File: src/ean8_barcode_raster_generator_defines.svh
// ----------------------------------------------------------------------------
// EAN-8 raster generator assertion macros
// Shared concurrent assertion forms, clocked on i_clk, off while in reset.
// ----------------------------------------------------------------------------
`ifndef EAN8_BARCODE_RASTER_GENERATOR_DEFINES_SVH
`define EAN8_BARCODE_RASTER_GENERATOR_DEFINES_SVH

// same-cycle implication
`define EAN8_ASSERT_NOW(label, ante, cons, msg) \
    label: assert property (@(posedge i_clk) disable iff (!i_rst_n) \
        (ante) |-> (cons)) else $error(msg);

// next-cycle implication
`define EAN8_ASSERT_NEXT(label, ante, cons, msg) \
    label: assert property (@(posedge i_clk) disable iff (!i_rst_n) \
        (ante) |=> (cons)) else $error(msg);

`endif

File: src/ean8_pkg.sv
// ----------------------------------------------------------------------------
// EAN-8 package
// Register indexes, pattern layout and the L/R digit code tables.
// ----------------------------------------------------------------------------
`default_nettype none

package ean8_pkg;

    // configuration register indexes
    typedef enum logic [1:0] {
        CFG_DIGITS  = 2'd0,
        CFG_QUIET   = 2'd1,
        CFG_MWIDTH  = 2'd2,
        CFG_BHEIGHT = 2'd3
    } t_cfg_reg;

    // pattern layout in modules
    localparam int PATTERN_MODULES = 67;
    localparam logic [6:0] LEFT_START   = 7'd3;
    localparam logic [6:0] CENTRE_START = 7'd31;
    localparam logic [6:0] RIGHT_START  = 7'd36;
    localparam logic [6:0] END_START    = 7'd64;
    localparam logic [6:0] PATTERN_END  = 7'd67;

    typedef logic [6:0] t_code;

    // left-hand odd-parity codes, first module in bit 6
    localparam t_code LCODE [10] = '{
        7'b0001101, 7'b0011001, 7'b0010011, 7'b0111101, 7'b0100011,
        7'b0110001, 7'b0101111, 7'b0111011, 7'b0110111, 7'b0001011
    };

    // right-hand codes, first module in bit 6
    localparam t_code RCODE [10] = '{
        7'b1110010, 7'b1100110, 7'b1101100, 7'b1000010, 7'b1011100,
        7'b1001110, 7'b1010000, 7'b1000100, 7'b1001000, 7'b1110100
    };

endpackage

`default_nettype wire

File: src/ean8_barcode_raster_generator.sv
// ----------------------------------------------------------------------------
// EAN-8 barcode raster generator
// Emits one pixel of an EAN-8 symbol image per request word, in raster order.
// ----------------------------------------------------------------------------
//
//  channel   direction  handshake                     payload
//  --------  ---------  ----------------------------  ---------------------------
//  s_axis    in         s_axis_tvalid/s_axis_tready   tdata[0] restart
//  m_axis    out        m_axis_tvalid/m_axis_tready   tdata[0] pixel, tlast row
//                                                     end, tuser frame end
//  cfg       in         i_cfg_valid/o_cfg_ready       i_cfg_index, i_cfg_data
//
//  One word per cycle while m_axis does not stall: a request word is turned into
//  its pixel in the cycle it is accepted and lands in the output register.
//  s_axis_tready stays high while the output register is empty or being taken.
//  A stall on m_axis holds the output word and pauses input acceptance.
//  Synchronous active-low reset clears the counters and output valid and loads
//  the register defaults; config writes are always ready.
// ----------------------------------------------------------------------------
`default_nettype none
`include "ean8_barcode_raster_generator_defines.svh"

module ean8_barcode_raster_generator (
    input  wire logic        i_clk,
    input  wire logic        i_rst_n,
    // request words
    input  wire logic        s_axis_tvalid,
    output logic             s_axis_tready,
    input  wire logic [7:0]  s_axis_tdata,   // [0] restart, [7:1] zero
    // pixel words
    output logic             m_axis_tvalid,
    input  wire logic        m_axis_tready,
    output logic [7:0]       m_axis_tdata,   // [0] pixel, [7:1] zero
    output logic             m_axis_tlast,   // row end
    output logic             m_axis_tuser,   // [0] frame end
    // configuration writes
    input  wire logic        i_cfg_valid,
    output logic             o_cfg_ready,
    input  wire logic [1:0]  i_cfg_index,
    input  wire logic [31:0] i_cfg_data
);

    // configuration registers
    logic [31:0] r_digits;
    logic [7:0]  r_quiet;
    logic [3:0]  r_mwidth;
    logic [9:0]  r_bheight;

    // position counters
    logic [10:0] r_col,       n_col;
    logic [10:0] r_row,       n_row;
    logic [6:0]  r_mod_idx,   n_mod_idx;
    logic [3:0]  r_mod_phase, n_mod_phase;

    // output register
    logic        r_out_valid;
    logic        r_out_pix, r_out_rend, r_out_fend;

    logic        accept;
    logic        restart;
    logic [10:0] cur_col, cur_row;
    logic [6:0]  cur_idx;
    logic [3:0]  cur_phase;
    logic [3:0]  mw_eff;
    logic [10:0] span;
    logic [11:0] quiet12, span_end, bar_end, width_m1, height_m1;
    logic        in_span, in_rows;
    logic        mod_bar;
    logic        pix, rend, fend;

    assign o_cfg_ready   = 1'b1;
    assign s_axis_tready = !r_out_valid || m_axis_tready;
    assign accept        = s_axis_tvalid && s_axis_tready;
    assign restart       = s_axis_tdata[0];

    // take configuration writes
    always_ff @(posedge i_clk) begin
        if (!i_rst_n) begin
            r_digits  <= '0;
            r_quiet   <= '0;
            r_mwidth  <= 4'd1;
            r_bheight <= 10'd64;
        end else if (i_cfg_valid) begin
            unique case (ean8_pkg::t_cfg_reg'(i_cfg_index))
                ean8_pkg::CFG_DIGITS:  r_digits  <= i_cfg_data;
                ean8_pkg::CFG_QUIET:   r_quiet   <= i_cfg_data[7:0];
                ean8_pkg::CFG_MWIDTH:  r_mwidth  <= i_cfg_data[3:0];
                ean8_pkg::CFG_BHEIGHT: r_bheight <= i_cfg_data[9:0];
            endcase
        end
    end

    // image geometry from the live registers
    always_comb begin
        mw_eff    = (r_mwidth == 4'd0) ? 4'd1 : r_mwidth;
        span      = 11'(ean8_pkg::PATTERN_MODULES) * {7'd0, mw_eff};
        quiet12   = {4'd0, r_quiet};
        span_end  = {1'b0, span} + quiet12;
        bar_end   = {2'd0, r_bheight} + quiet12;
        width_m1  = {1'b0, span} + {3'd0, r_quiet, 1'b0} - 12'd1;
        height_m1 = {2'd0, r_bheight} + {3'd0, r_quiet, 1'b0} - 12'd1;
    end

    // restart clears the position before the pixel is formed
    always_comb begin
        cur_col   = restart ? '0 : r_col;
        cur_row   = restart ? '0 : r_row;
        cur_idx   = restart ? '0 : r_mod_idx;
        cur_phase = restart ? '0 : r_mod_phase;
    end

    ean8_module_rom u_rom (
        .i_mod_idx (cur_idx),
        .i_digits  (r_digits),
        .o_bar     (mod_bar)
    );

    // form the pixel and its row/frame marks
    always_comb begin
        in_span = ({1'b0, cur_col} >= quiet12) && ({1'b0, cur_col} < span_end);
        in_rows = ({1'b0, cur_row} >= quiet12) && ({1'b0, cur_row} < bar_end);
        pix     = in_span && in_rows && mod_bar;
        rend    = ({1'b0, cur_col} >= width_m1);
        fend    = rend && ({1'b0, cur_row} >= height_m1);
    end

    // advance the counters
    always_comb begin
        n_col       = cur_col;
        n_row       = cur_row;
        n_mod_idx   = cur_idx;
        n_mod_phase = cur_phase;
        if (rend) begin
            n_col       = '0;
            n_mod_idx   = '0;
            n_mod_phase = '0;
            n_row       = fend ? '0 : cur_row + 11'd1;
        end else begin
            n_col = cur_col + 11'd1;
            if (in_span) begin
                if ({1'b0, cur_phase} + 5'd1 >= {1'b0, mw_eff}) begin
                    n_mod_phase = '0;
                    n_mod_idx   = cur_idx + 7'd1;
                end else begin
                    n_mod_phase = cur_phase + 4'd1;
                end
            end
        end
    end

    // hold the counters until a word is taken
    always_ff @(posedge i_clk) begin
        if (!i_rst_n) begin
            r_col       <= '0;
            r_row       <= '0;
            r_mod_idx   <= '0;
            r_mod_phase <= '0;
        end else if (accept) begin
            r_col       <= n_col;
            r_row       <= n_row;
            r_mod_idx   <= n_mod_idx;
            r_mod_phase <= n_mod_phase;
        end
    end

    // output word valid
    always_ff @(posedge i_clk) begin
        if (!i_rst_n) begin
            r_out_valid <= 1'b0;
        end else if (accept) begin
            r_out_valid <= 1'b1;
        end else if (m_axis_tready) begin
            r_out_valid <= 1'b0;
        end
    end

    // output word payload
    always_ff @(posedge i_clk) begin
        if (accept) begin
            r_out_pix  <= pix;
            r_out_rend <= rend;
            r_out_fend <= fend;
        end
    end

    assign m_axis_tvalid = r_out_valid;
    assign m_axis_tdata  = {7'd0, r_out_pix};
    assign m_axis_tlast  = r_out_rend;
    assign m_axis_tuser  = r_out_fend;

    // checks
    `EAN8_ASSERT_NOW(a_fend_is_rend, r_out_valid && r_out_fend, r_out_rend, "frame end off a row end")
    `EAN8_ASSERT_NEXT(a_row_wrap, accept && rend, (r_col == '0) && (r_mod_idx == '0) && (r_mod_phase == '0), "counters not cleared at row end")
    `EAN8_ASSERT_NEXT(a_word_out, accept, r_out_valid, "accepted word not presented")

endmodule

`default_nettype wire

File: src/ean8_module_rom.sv
// ----------------------------------------------------------------------------
// EAN-8 module lookup
// Maps a module index and the eight BCD digits to one bar/space bit.
// ----------------------------------------------------------------------------
`default_nettype none

module ean8_module_rom (
    input  wire logic [6:0]  i_mod_idx,
    input  wire logic [31:0] i_digits,
    output logic             o_bar
);

    logic [6:0] offs;
    logic [4:0] r;
    logic [1:0] q;
    logic [2:0] pos;
    logic [2:0] k;
    logic [3:0] digit;
    logic       right_half;

    // split the digit offset into digit slot and position within it
    always_comb begin
        right_half = (i_mod_idx >= ean8_pkg::RIGHT_START);
        offs = right_half ? (i_mod_idx - ean8_pkg::RIGHT_START)
                          : (i_mod_idx - ean8_pkg::LEFT_START);
        r = offs[4:0];
        priority if (r < 5'd7) begin
            q   = 2'd0;
            pos = r[2:0];
        end else if (r < 5'd14) begin
            q   = 2'd1;
            pos = 3'(r - 5'd7);
        end else if (r < 5'd21) begin
            q   = 2'd2;
            pos = 3'(r - 5'd14);
        end else begin
            q   = 2'd3;
            pos = 3'(r - 5'd21);
        end
        k     = {right_half, q};
        // first digit sits in the top nibble
        digit = i_digits[{~k, 2'b00} +: 4];
    end

    // pick the bit by pattern region
    always_comb begin
        priority if (i_mod_idx < ean8_pkg::LEFT_START) begin
            o_bar = (i_mod_idx == 7'd0) || (i_mod_idx == 7'd2);
        end else if (i_mod_idx < ean8_pkg::CENTRE_START) begin
            o_bar = (digit > 4'd9) ? 1'b0 : ean8_pkg::LCODE[digit][3'd6 - pos];
        end else if (i_mod_idx < ean8_pkg::RIGHT_START) begin
            // centre guard 01010: bars on even module indexes
            o_bar = ~i_mod_idx[0];
        end else if (i_mod_idx < ean8_pkg::END_START) begin
            o_bar = (digit > 4'd9) ? 1'b0 : ean8_pkg::RCODE[digit][3'd6 - pos];
        end else if (i_mod_idx < ean8_pkg::PATTERN_END) begin
            o_bar = (i_mod_idx == ean8_pkg::END_START) ||
                    (i_mod_idx == ean8_pkg::END_START + 7'd2);
        end else begin
            o_bar = 1'b0;
        end
    end

endmodule

`default_nettype wire
File: config.mk
export PLATFORM = sky130hd
export DESIGN_NAME = ean8_barcode_raster_generator
export DESIGN_NICKNAME = d
export VERILOG_FILES = /design/src/ean8_pkg.sv /design/src/ean8_barcode_raster_generator.sv /design/src/ean8_module_rom.sv
export VERILOG_INCLUDE_DIRS = /design/src /design/src/src
export SDC_FILE = /design/constraint.sdc
export NUM_CORES = 1
export LEC_CHECK = 0
export ABC_CLOCK_PERIOD_IN_PS = 14800
export BUFFER_PORTS_ARGS = -buffer_cell sky130_fd_sc_hd__buf_2
export CORE_ASPECT_RATIO = 1.5
export CORE_UTILIZATION = 35
export CTS_CLUSTER_DIAMETER = 50
export DETAILED_ROUTE_END_ITERATION = 12
export HOLD_SLACK_MARGIN = 0.03
export PLACE_DENSITY = 0.49
export SETUP_SLACK_MARGIN = 0.2
export SLEW_MARGIN = 15
export SYNTH_ARGS = -nofsm -noshare
export SYNTH_HDL_FRONTEND = slang
export SYNTH_SLANG_ARGS = --single-unit
File: constraint.sdc
create_clock -name i_clk -period 14.8 [get_ports i_clk]
set_clock_uncertainty 0.15 [all_clocks]
set_input_delay 1.48 -clock i_clk [delete_from_list [all_inputs] [get_ports i_clk]]
set_output_delay 1.48 -clock i_clk [all_outputs]
set_load 0.02 [all_outputs]
==> metrics.md, run 1 <==
| Metric | Value |
|---|---|
| GR Overflow Total | `0` |
| P_leak | `between 0.004 and 0.005 µW` |
| Crit Reg-Reg Startpoint | `r_mwidth[2]` |
| Initial antenna violation count | `0` |
| Max-cap violations | `0` |
| P_int | `449.1 µW` |
| Yosys reg bits | `91` |
| Die Y | `~200 µm` |
| CTS tree | `built` |
| Number of global-route vias before repair | `roughly 7500` |
| Layout cell share with drive strength beyond 1 | `8.923%` |
| DIE WIDTH | `133.7 µm` |
| CTS Buffer Depth | `2` |
| Count of final hold-check violations | `0` |
| Final Wtd Congestion | `0.8608` |
| Outcome | `finished clean` |
| R2R cell count | `26` |
| Core Area | `25320 µm²` |
| Hold WS | `305.3 ps` |
| Initial Util | `35.96%` |
| Count leader, synth | `nand2_1` |
| Area delta synth->final | `7.820%` |
| Net Sw Frac | `31.85%` |
| RSZ-0062 raised after global routing | `false` |
| Post-CTS Hold Buffers | `0` |
| Number of H-tree levels | `3` |
| First-pass GRT wire length | `40100 µm` |
| Reg clk slew, reported paths | `60 ps` |
| Via count | `8115` |
| Final critical path time including I/O delays and setup | `7251 ps` |
| Endpoints failing setup | `0` |
| Initial DRC Count | `437` |
| DR vias/cell | `5.353` |
| WS Path Type | `flop to flop` |
| Distinct cell type count after synthesis | `100` |
| Post-synth top flop | `dfxtp_1` |
| CTS resizes | `0` |
| Full die area | `26670 µm²` |
| Clk sinks | `91` |
| DRC viols | `0` |
| Yosys top cell by area | `dfxtp_1` |
| Part of the Yosys area used for sequential elements | `20.34%` |
| Reg2reg end | `r_row[4]` |
| Endpoint of the worst hold path | `r_digits[22]` |
| Ys async rst share | `0%` |
| N_diodes | `0` |
| Tcrit/Tclk final | `48.99%` |
| Fillcell total | `2735` |
| Hold depth | `2` |
| Post-route ant nets | `0` |
| Worst Max-Slew Pin Slew | `994.7 ps` |
| Share of the synthesized area in the top cell type | `19.35%` |
| Port Buf Inserts | `44` |
| Hold Crit Class | `flop to flop` |
| Mapped Cells | `1173` |
| Largest net degree at the start of global routing | `78` |
| Worst-skew pair later-pin latency | `360 ps` |
| Root buffer cell | `clkbuf_16` |
| Layout Cells excl Fill | `1516` |
| Crit Path Max Fanout | `14` |
| Routed wire length per instance | `16.64 µm` |
| Clock power share | `36.7%` |
| Top post-synthesis cells by count | `nand2_1 (156), ha_1 (137), a21oi_1 (108), inv_1 (107), dfxtp_1 (88)` |
| Mapped Avg Cell Area | `7.761 µm²` |
| PD cells | `67.14 nW/µm²` |
| CP Data Arrival Time | `7320 ps` |
| Yosys Warn Count | `0` |
| Slew margin rel. | `33.69%` |
| Row count | `71` |
| Area contributors post-synth | `dfxtp_1 (19%), ha_1 (19%), nand2_1 (6.4%)` |
| Fin worst setup slack | `7549 ps` |
| Register share of total power | `between 30% and 40%` |
| Hold_sp | `r_digits[22]` |
| Total power draw | `659.0 µW` |
| Final #Nets | `1371` |
| Switching power | `209.9 µW` |
| Final WL | `around 25000 µm` |
| Comb power frac | `23.7%` |
| GRT Util Overall | `19.28%` |
| Slew Limit Fails | `0` |
| DP HPWL | `19500 µm` |
| DR pass1 iterations | `5` |
| CP Launch Point | `r_mwidth[2]` |
| CTS buffer count | `9` |
| Number of synthesized flops with an enable pin | `3` |
| Worst slack, placed | `approximately 7300 ps` |
| Fmax achieved | `between 100 and 150 MHz` |
| R2r setup slk | `7550 ps` |
| Max VDD drop | `0.00005323 V` |
| Crit start category | `flop` |
| Setup TNS | `0 ps` |
| CP Data Required Time | `14870 ps` |
| Setup bufs post-CTS | `0` |
| Synth Cell Area | `9104 µm²` |
| I/O Pins | `60` |
| Inst Count DP | `1500` |
| Crit end category | `flop` |
[worst max path at each step]
stage,end,slack [ps],cells past startpoint
4_1_cts,r_row[4],7490,26
6_report,r_row[4],7550,26
3_3_place_gp,r_out_pix,7260,21
2_1_floorplan,r_out_pix,8610,22
5_1_grt,r_row[4],6880,26
3_5_place_dp,r_out_pix,7310,20
[state kept, by name, summed over array words and instances, names as in the netlist]
name / flops
r_bheight: 10
r_digits: 32
m_axis_tvalid: 1
r_mwidth: 4
m_axis_tlast: 1
r_quiet: 8
r_mod_idx: 7
r_row: 11
r_out_pix: 1
r_mod_phase: 4
m_axis_tuser: 1
r_col: 11
[layout by cell type, fill, tap and decap left out, types with 8 or more instances in the layout]
| cell | instances |
|---|---|
| o211ai_1 | 12 |
| o21ai_0 | 41 |
| nand3b_1 | 8 |
| o21a_1 | 20 |
| nor2b_1 | 28 |
| clkbuf_16 | 9 |
| a21oi_1 | 108 |
| xnor2_1 | 27 |
| nor3_1 | 25 |
| mux2i_1 | 15 |
| o21bai_1 | 9 |
| buf_2 | 44 |
| a21o_1 | 27 |
| nor2_1 | 53 |
| nand2_1 | 156 |
| nand3_1 | 26 |
| or3_1 | 11 |
| xor2_1 | 11 |
| dfxtp_1 | 88 |
| inv_1 | 106 |
| and3_1 | 11 |
| nand2b_1 | 21 |
| buf_4 | 9 |
| ha_1 | 137 |
| conb_1 | 8 |
| nor4_1 | 9 |
[kinds of logic (layout without fill, tap and decap cells)]
kind of cell | after synthesis | count (layout) | share of synthesized area (%)
xor+xnor | 40 | 40 | 4.137
other cells | 2 | 8 | 0.08249
buf+inv | 171 | 180 | 8.026
fa+ha+maj | 141 | 141 | 19.71
compound gates | 316 | 316 | 23.93
flops | 91 | 91 | 20.34
mux | 19 | 19 | 2.268
simple gates | 393 | 393 | 21.51
[layout make-up]
class,count,area (µm²),area share [%]
Clock buffer,10,229.0,2.333
Clock inverter,6,71.32,0.7266
Multi-Input combinational cell,917,6549,66.72
Timing Repair Buffer,53,287.8,2.932
Tap cell,328,410.4,4.181
Inverter,111,416.7,4.245
Sequential cell,91,1852,18.87
[worst max-delay path, cell delays in order, from the launching register on]
cell      delay (ps)
dfxtp_1          480
inv_1            170
ha_1             330
ha_1             290
ha_1             300
inv_1             50
ha_1             270
inv_1             40
ha_1             310
o21a_1           130
o21a_1           170
o21ai_0          220
a21oi_1          120
o21ai_0          170
nand2b_1         110
a21o_1           190
a21oi_1          170
xor2_1           100
ha_1             280
nor2b_1          170
nand2_1           70
o21ai_0          610
nand3_1          570
inv_1            670
nand2_1          470
o21ai_0          330
o311ai_0         170
[metal layers]
metal	part of all wire, %	up-vias	global-route usage [%]	wire [µm]
li1	-	4157	-	-
met1	43	3786	22.89	10830
met2	52	133	34.99	13110
met3	2.0	39	1.903	505
met4	3.1	0	8.249	788
met5	0	-	0	0
[power by group through the flow]
stage	registers, µW	logic, µW	clock network [µW]
5_1_grt	262	178	258
3_5_place_dp	267	157	0
2_1_floorplan	263	120	0
4_1_cts	261	158	251
6_report	261	156	242
3_3_place_gp	267	156	0
[stage by stage]
stage               instance area [µm²]  util, %
finish                             9816    38.77
floorplan                          9126        -
CTS                                9816    38.77
detailed placement                 9515    37.58
global route                       9816    38.77
global placement                   9515    37.58
Note: power is estimated with default switching activity, not from simulation.
==> inputs of run 2 (changes only) <==
ABC_AREA = 1   (was default)
ABC_CLOCK_PERIOD_IN_PS = 6200   (was 14800)
PLACE_DENSITY = 0.51   (was 0.49)
clock period = 6.2 ns   (was 14.8 ns; I/O delays follow)
==> run 2 against run 1 <==
Effect of this change: critical path type unchanged; largest power group unchanged; synthesized cell count up 6.5%; critical path depth grew 1; worst hold slack better by 9.3 ps; count of clock-buffer cells in the layout up 1; clock power rose to 2.6 times the previous value; routed wire length down 9.1%; via count shrank 4.1%; cell count grew 5.3%.
==> metrics.md, run 2 <==
| Metric | Value |
|---|---|
| Outcome | `finished clean` |
| Mapped Cells | `1249` |
| Slew Limit Fails | `0` |
| Tcrit/Tclk final | `85.52%` |
| Largest registers | `r_digits: 32 flops, r_col: 11 flops, r_row: 11 flops` |
| Clock power share | `between 30% and 40%` |
| Final Core Density | `between 30% and 40%` |
| CP Data Arrival Time | `5440 ps` |
| Area delta synth->final | `9.364%` |
| Count leader, synth | `nand2_1` |
| Clk sinks | `91` |
| Fillcell total | `2596` |
| Share of the synthesized area in the top cell type | `20.50%` |
| DR vias/cell | `4.875` |
| Net Sw Frac | `34.53%` |
| Reg clk slew, reported paths | `70 ps` |
| Setup bufs post-CTS | `0` |
| Worst Max-Slew Pin Slew | `958.3 ps` |
| I/O Pins | `60` |
| Part of the Yosys area used for sequential elements | `~22%` |
| Post-route ant nets | `0` |
| Comb power frac | `31.9%` |
| Final critical path time including I/O delays and setup | `5302 ps` |
| Endpoints failing setup | `0` |
| R2R cell count | `27` |
| Area contributors post-synth | `dfxtp_1 (21%), ha_1 (20%), nand2_1 (9.6%)` |
| Register share of total power | `34.1%` |
| CTS tree | `built` |
| DP HPWL | `roughly 18000 µm` |
| DRC viols | `0` |
| P_int | `~1200 µW` |
| Initial Util | `35.93%` |
| Largest Register | `r_digits` |
| Hold_sp | `r_row[6]` |
| Top cell by count, worst path | `ha_1` |
| Final #Nets | `1461` |
| Hold WS | `314.7 ps` |
| Die Y | `193.9 µm` |
| CP peak stage delay | `around 390 ps` |
| PD cells | `197.6 nW/µm²` |
| Crit end category | `flop` |
| Yosys Warn Count | `0` |
| Reg2reg end | `r_mod_phase[0]` |
| CTS Buffer Depth | `2` |
| GR Overflow Total | `0` |
| Hold Crit Class | `flop to flop` |
| CTS buffer count | `9` |
| Initial DRC Count | `250` |
| GRT Util Overall | `between 10% and 20%` |
| Max VDD drop | `0.0002100 V` |
| Final Wtd Congestion | `0.8053` |
| Routed wire length per instance | `14.36 µm` |
| Synth Cell Area | `between 8000 and 9000 µm²` |
| Crit Reg-Reg Startpoint | `r_mwidth[2]` |
| Design area | `9397 µm²` |
| Flip-flop count of the largest register after layout | `32` |
| Crit Path Max Fanout | `19` |
| Yosys reg bits | `a little over 90` |
| Number of synthesized flops with an enable pin | `3` |
| Core Area | `approximately 24000 µm²` |
| RSZ-0062 raised after global routing | `false` |
| Top post-synthesis cells by count | `nand2_1 (220), inv_1 (174), ha_1 (137), nor2_1 (120), a21oi_1 (115)` |
| WS Path Type | `flop to flop` |
| Ys async rst share | `0%` |
| First-pass GRT wire length | `37630 µm` |
| CP Data Required Time | `between 6000 and 7000 ps` |
| Most common cell after layout, fill and taps aside | `nand2_1` |
| Mapped Avg Cell Area | `between 6 and 7 µm²` |
| Slew margin rel. | `between 30% and 40%` |
| Largest net degree at the start of global routing | `55` |
| Crit-path slowest cell | `dfxtp_1` |
| Full die area | `25190 µm²` |
| Layout cell share with drive strength beyond 1 | `about 8.5%` |
| P_leak | `0.004708 µW` |
| Max-cap violations | `0` |
| Post-synth top flop | `dfxtp_1` |
| Cell Area, Placed | `9055 µm²` |
| Row count | `69` |
| Endpoint of the worst hold path | `r_row[6]` |
| Crit start category | `flop` |
| Worst-skew pair later-pin latency | `370 ps` |
| DR pass1 iterations | `5` |
| CP Launch Point | `r_mwidth[2]` |
| Yosys top cell by area | `dfxtp_1` |
| Root buffer cell | `clkbuf_16` |
| Number of H-tree levels | `3` |
| Most frequent cells in the layout | `nand2_1 (220), inv_1 (174), ha_1 (137), nor2_1 (120), a21oi_1 (115)` |
| Final WL | `22930 µm` |
| DIE WIDTH | `129.9 µm` |
| Initial antenna violation count | `0` |
| Count of final hold-check violations | `0` |
| Hold depth | `2` |
| Distinct cell type count after synthesis | `48` |
| Number of global-route vias before repair | `7637` |
| Setup TNS | `0 ps` |
| R2r setup slk | `900 ps` |
| N_diodes | `0` |
| Fmax achieved | `188.6 MHz` |
| Port Buf Inserts | `44` |
| Switching power | `~640 µW` |
| Via count | `7785` |
==> run 2: cell types whose count changed after synthesis, moves of 20 or more <==
cell | previous run | this run
a21o_1 | 27 | 6
inv_1 | 107 | 174
nand2_1 | 156 | 220
nand2b_1 | 21 | 0
nand3_1 | 26 | 65
nor2_1 | 53 | 120
nor2b_1 | 28 | 0
o21a_1 | 20 | 0
o21ai_0 | 41 | 99
xor2_1 | 11 | 35
==> run 2: worst max-delay path by stage <==
| stage | end | slack, ps |
|---|---|---|
| floorplan | r_row[3] | 1650 |
| CTS | r_row[7] | 630 |
| global placement | r_row[7] | 680 |
| finish | r_mod_phase[0] | 900 |
| detailed placement | r_row[7] | 650 |
| global route | r_mod_idx[6] | 360 |
==> run 2: timing repair <==
item                       CTS  global route
setup endpoints to repair    0             4
hold buffers                 0             0
gates resized for setup      0             1
==> run 2: final cells by class <==
type	instances	area (µm²)	share of cell area [%]
clock buffers	11	254.0	2.703
clock inverters	5	82.58	0.8788
inverters	182	690.7	7.350
multi-input cells	939	5853	62.29
flip-flops and latches	91	1852	19.71
well taps	319	399.1	4.248
repair buffers	50	265.3	2.823
==> run 2: layer usage <==
metal | GRT usage, % | wire length [µm] | vias to the layer above
met5 | 0 | 0 | -
met4 | 6.589 | 431 | 0
met3 | 1.959 | 380 | 22
met2 | 38.11 | 12850 | 82
met1 | 20.43 | 9265 | 3534
li1 | - | - | 4147
==> run 2: kinds of logic (layout without fill, tap and decap cells) <==
| logic type | Yosys count | in the layout | share of synthesized area (%) |
|---|---|---|---|
| multiplexers | 9 | 9 | 1.049 |
| buffers and inverters | 225 | 248 | 10.70 |
| other | 2 | 8 | 0.08741 |
| adder cells (fa/ha/maj) | 141 | 141 | 20.88 |
| XOR/XNOR | 48 | 48 | 4.980 |
| AND/OR/NAND/NOR | 471 | 471 | 24.12 |
| AO/OA/AOI/OAI | 262 | 262 | 16.63 |
| flip-flops | 91 | 91 | 21.55 |
==> run 2: power by group through the flow <==
stage / registers (µW) / logic [µW] / clock network (µW)
2_1_floorplan: 641 / 459 / 0
3_3_place_gp: 646 / 593 / 0
3_5_place_dp: 646 / 596 / 0
4_1_cts: 633 / 600 / 654
5_1_grt: 636 / 687 / 671
6_report: 633 / 592 / 632
==> run 2: critical path, delay by kind of cell (launching register included) <==
family                     cells  cell delay (ps)
adders and majority gates      6             1850
AOI/OAI and AO/OA              7             1110
and+or+nand+nor                9             1060
buffers and inverters          4              510
DFF                            1              390
xor gates and xnor gates       1              140
==> run 2: metrics by stage <==
stage	power (µW)	setup WS, ps	std cells
3_3_place_gp	1239	677.2	1581
3_5_place_dp	1243	654.0	1581
4_1_cts	1888	632.5	1597
2_1_floorplan	1100	1648	1255
5_1_grt	1994	365.0	1597
6_report	1857	897.7	1597
==> inputs of run 3 (changes only) <==
ABC_AREA = default   (was 1)
CELL_PAD_IN_SITES_DETAIL_PLACEMENT = 0   (was default)
CELL_PAD_IN_SITES_GLOBAL_PLACEMENT = 1   (was default)
PLACE_DENSITY = 0.65   (was 0.51)
SYNTH_HIERARCHICAL = 1   (was default)
==> run 3 against run 2 <==
Effect of this change: die area grew 5.8%; combinational power shrank 23%; synthesized cell count shrank 6.6%; total power shrank 10%; routed wire length grew 17%; count of clock-buffer cells in the layout is the same; register-to-register slack lost 230 ps; critical path depth shrank 1; synthesized area grew 5.9%; global-route usage grew 1.6 points; design area grew 8.5%; critical path type unchanged; critical endpoint is now r_row[4]; largest power group unchanged.
==> metrics.md, run 3 <==
| Metric | Value |
|---|---|
| Worst Max-Slew Pin Slew | `1092 ps` |
| Final #Nets | `1413` |
| Cell Area, Placed | `9838 µm²` |
| Max-cap violations | `0` |
| Fillcell total | `2674` |
| Initial antenna violation count | `0` |
| Layout cell share with drive strength beyond 1 | `12.10%` |
| CTS tree | `built` |
| RSZ-0062 raised after global routing | `false` |
| Ys async rst share | `0%` |
| Slew Limit Fails | `0` |
| Tcrit/Tclk final | `89.26%` |
| Port Buf Inserts | `44` |
| Area contributors post-synth | `ha_1 (20%), dfxtp_1 (19%), nand2_1 (5.8%)` |
| Number of H-tree levels | `3` |
| I/O Pins | `60` |
| CTS Buffer Depth | `2` |
| Mapped Cells | `1166` |
| Net Sw Frac | `32.10%` |
| Initial Util | `35.94%` |
| Part of the Yosys area used for sequential elements | `between 20% and 30%` |
| P_leak | `approximately 0.0045 µW` |
| Synth Cell Area | `9099 µm²` |
| Max VDD drop | `0.0001604 V` |
| Yosys reg bits | `91` |
| PD cells | `163.7 nW/µm²` |
| DR vias/cell | `5.313` |
| Comb power frac | `a little over a quarter` |
| Outcome | `finished clean` |
| CTS buffer count | `9` |
| N_diodes | `0` |
| Final Core Density | `between 40% and 50%` |
| Design area | `10200 µm²` |
| GRT Util Overall | `20.89%` |
| Mapped Avg Cell Area | `between 7 and 8 µm²` |
| Via count | `8241` |
| Die Y | `199.5 µm` |
| First-pass GRT wire length | `42740 µm` |
| Yosys top cell by area | `ha_1` |
| Setup TNS | `0 ps` |
| Layout Cells excl Fill | `1551` |
| GR Overflow Total | `0` |
| Flip-flop count of the largest register after layout | `32` |
| Largest net degree at the start of global routing | `54` |
| Fmax achieved | `180.7 MHz` |
| Worst-skew pair later-pin latency | `370 ps` |
| Largest Register | `r_digits` |
| Reg clk slew, reported paths | `approximately 70 ps` |
| Post-CTS Hold Buffers | `0` |
| Row count | `71` |
| Inst Count DP | `~1500` |
| Final Wtd Congestion | `around 0.84` |
| Routed wire length per instance | `~17 µm` |
| Crit Path Max Fanout | `8` |
| Number of synthesized flops with an enable pin | `3` |
| Post-synth top flop | `dfxtp_1` |
| P_int | `1133 µW` |
| Final WL | `26880 µm` |
| Number of global-route vias before repair | `7959` |
| Crit end category | `flop` |
| CP Data Required Time | `6330 ps` |
| Most common cell after layout, fill and taps aside | `ha_1` |
| DR pass1 iterations | `4` |
| Register share of total power | `37.0%` |
| DP HPWL | `21770 µm` |
| Clk sinks | `91` |
| Full die area | `26660 µm²` |
| Endpoints failing setup | `0` |
| Root buffer cell | `clkbuf_16` |
| Count of final hold-check violations | `0` |
| DIE WIDTH | `133.6 µm` |
| Post-route ant nets | `0` |
| Count leader, synth | `ha_1` |
| DRC viols | `0` |
| Share of the synthesized area in the top cell type | `19.66%` |
| Area delta synth->final | `12.07%` |
| Largest registers | `r_digits: 32 flops, r_col: 11 flops, r_row: 11 flops` |
| Yosys Warn Count | `6` |
| Hold Crit Class | `flop to flop` |
| Clock power share | `35.8%` |
| Initial DRC Count | `299` |
| Slew margin rel. | `26.93%` |
| Most frequent cells in the layout | `ha_1 (143), nand2_1 (141), a21oi_1 (102), inv_1 (101), dfxtp_1 (87)` |
| Switching power | `around 540 µW` |
| WS Path Type | `flop to flop` |
| CP Data Arrival Time | `5660 ps` |
| Top post-synthesis cells by count | `ha_1 (143), nand2_1 (141), a21oi_1 (104), inv_1 (102), dfxtp_1 (88)` |
| Crit start category | `flop` |
| Core Area | `25320 µm²` |
| Distinct cell type count after synthesis | `100` |
| Final critical path time including I/O delays and setup | `5534 ps` |
-- run 3: cell types whose count changed in the layout (fill, tap and decap cells not counted), moves of 34 or more --
cell,previous run,this run
o21ai_0,99,53
buf_4,6,41
inv_1,174,101
nand3_1,64,30
nand2_1,220,141
nor2_1,120,71
-- run 3: timing repair --
item / 4_1_cts / 5_1_grt
setup buffers: 0 / 2
setup endpoints to repair: 0 / 19
resized for setup: 0 / 4
-- run 3: path summary, 6_finish.rpt --
kind | start | to | slack (ps) | depth (start not counted)
worst max-delay path | r_mwidth[3] | r_row[4] | 670 | 26
worst min-delay path | r_digits[11] | r_digits[11] | 300 | 2
worst max register to register | r_mwidth[3] | r_row[4] | 670 | 26
worst min register to register | r_digits[11] | r_digits[11] | 300 | 2
-- run 3: metrics by stage --
stage | power [µW] | hold WS (ps) | setup slack (ps)
5_1_grt | 1766 | 323.2 | 240.9
6_report | 1669 | 303.7 | 665.9
2_1_floorplan | 964.5 | 267.3 | 222.8
4_1_cts | 1686 | 305.4 | 217.7
3_5_place_dp | 1085 | 294.3 | 255.4
3_3_place_gp | 1084 | 282.5 | 317.3
-- run 3: cell type report --
class	count	area, µm²	area share, %
Clock buffer	11	264.0	2.589
Sequential cell	91	1853	18.17
Multi-Input combinational cell	926	6673	65.44
Timing Repair Buffer	86	548.0	5.374
Inverter	105	394.1	3.865
Tap cell	328	410.4	4.025
Clock inverter	4	55.05	0.5399
-- run 3: worst max-delay path: stages, from the launching register on --
cell and delay (ps):
dfxtp_2 400, inv_1 90, ha_1 280, ha_1 310
ha_1 220, xor2_1 240, inv_1 70, ha_1 270
inv_1 40, ha_1 250, or3_1 380, o21ai_0 80
a21oi_1 80, a211o_1 320, a21o_1 190, a21oi_1 160
xor2_1 90, ha_1 220, nor4_1 170, o21ai_0 150
a21oi_2 200, a311oi_4 70, buf_12 180, a21oi_2 350
buf_4 240, a31oi_1 50, o21ai_0 170
-- run 3: kinds of logic after synthesis --
| kind of cell | synth area share, % |
|---|---|
| muxes | 3.630 |
| AOI/OAI and AO/OA | 22.13 |
| adders and majority gates | 20.54 |
| buffers and inverters | 7.137 |
| other | 0.08254 |
| xor gates and xnor gates | 4.139 |
| DFF | 20.35 |
| and+or+nand+nor | 21.99 |
-- run 3: power by group through the flow --
stage / registers [µW] / logic [µW] / clock network, µW
2_1_floorplan: 627 / 337 / 0
3_3_place_gp: 631 / 453 / 0
3_5_place_dp: 632 / 453 / 0
4_1_cts: 618 / 457 / 611
5_1_grt: 620 / 512 / 634
6_report: 618 / 454 / 598
-- run 3: per-layer routing --
metal / vias up / share of wire (%) / GRT usage [%]
met1: 3824 / 41 / 22.46
met4: 0 / 4.0 / 10.19
met2: 132 / 53 / 40.08
li1: 4243 / - / -
met3: 42 / 2.2 / 2.283
met5: - / 0 / 0
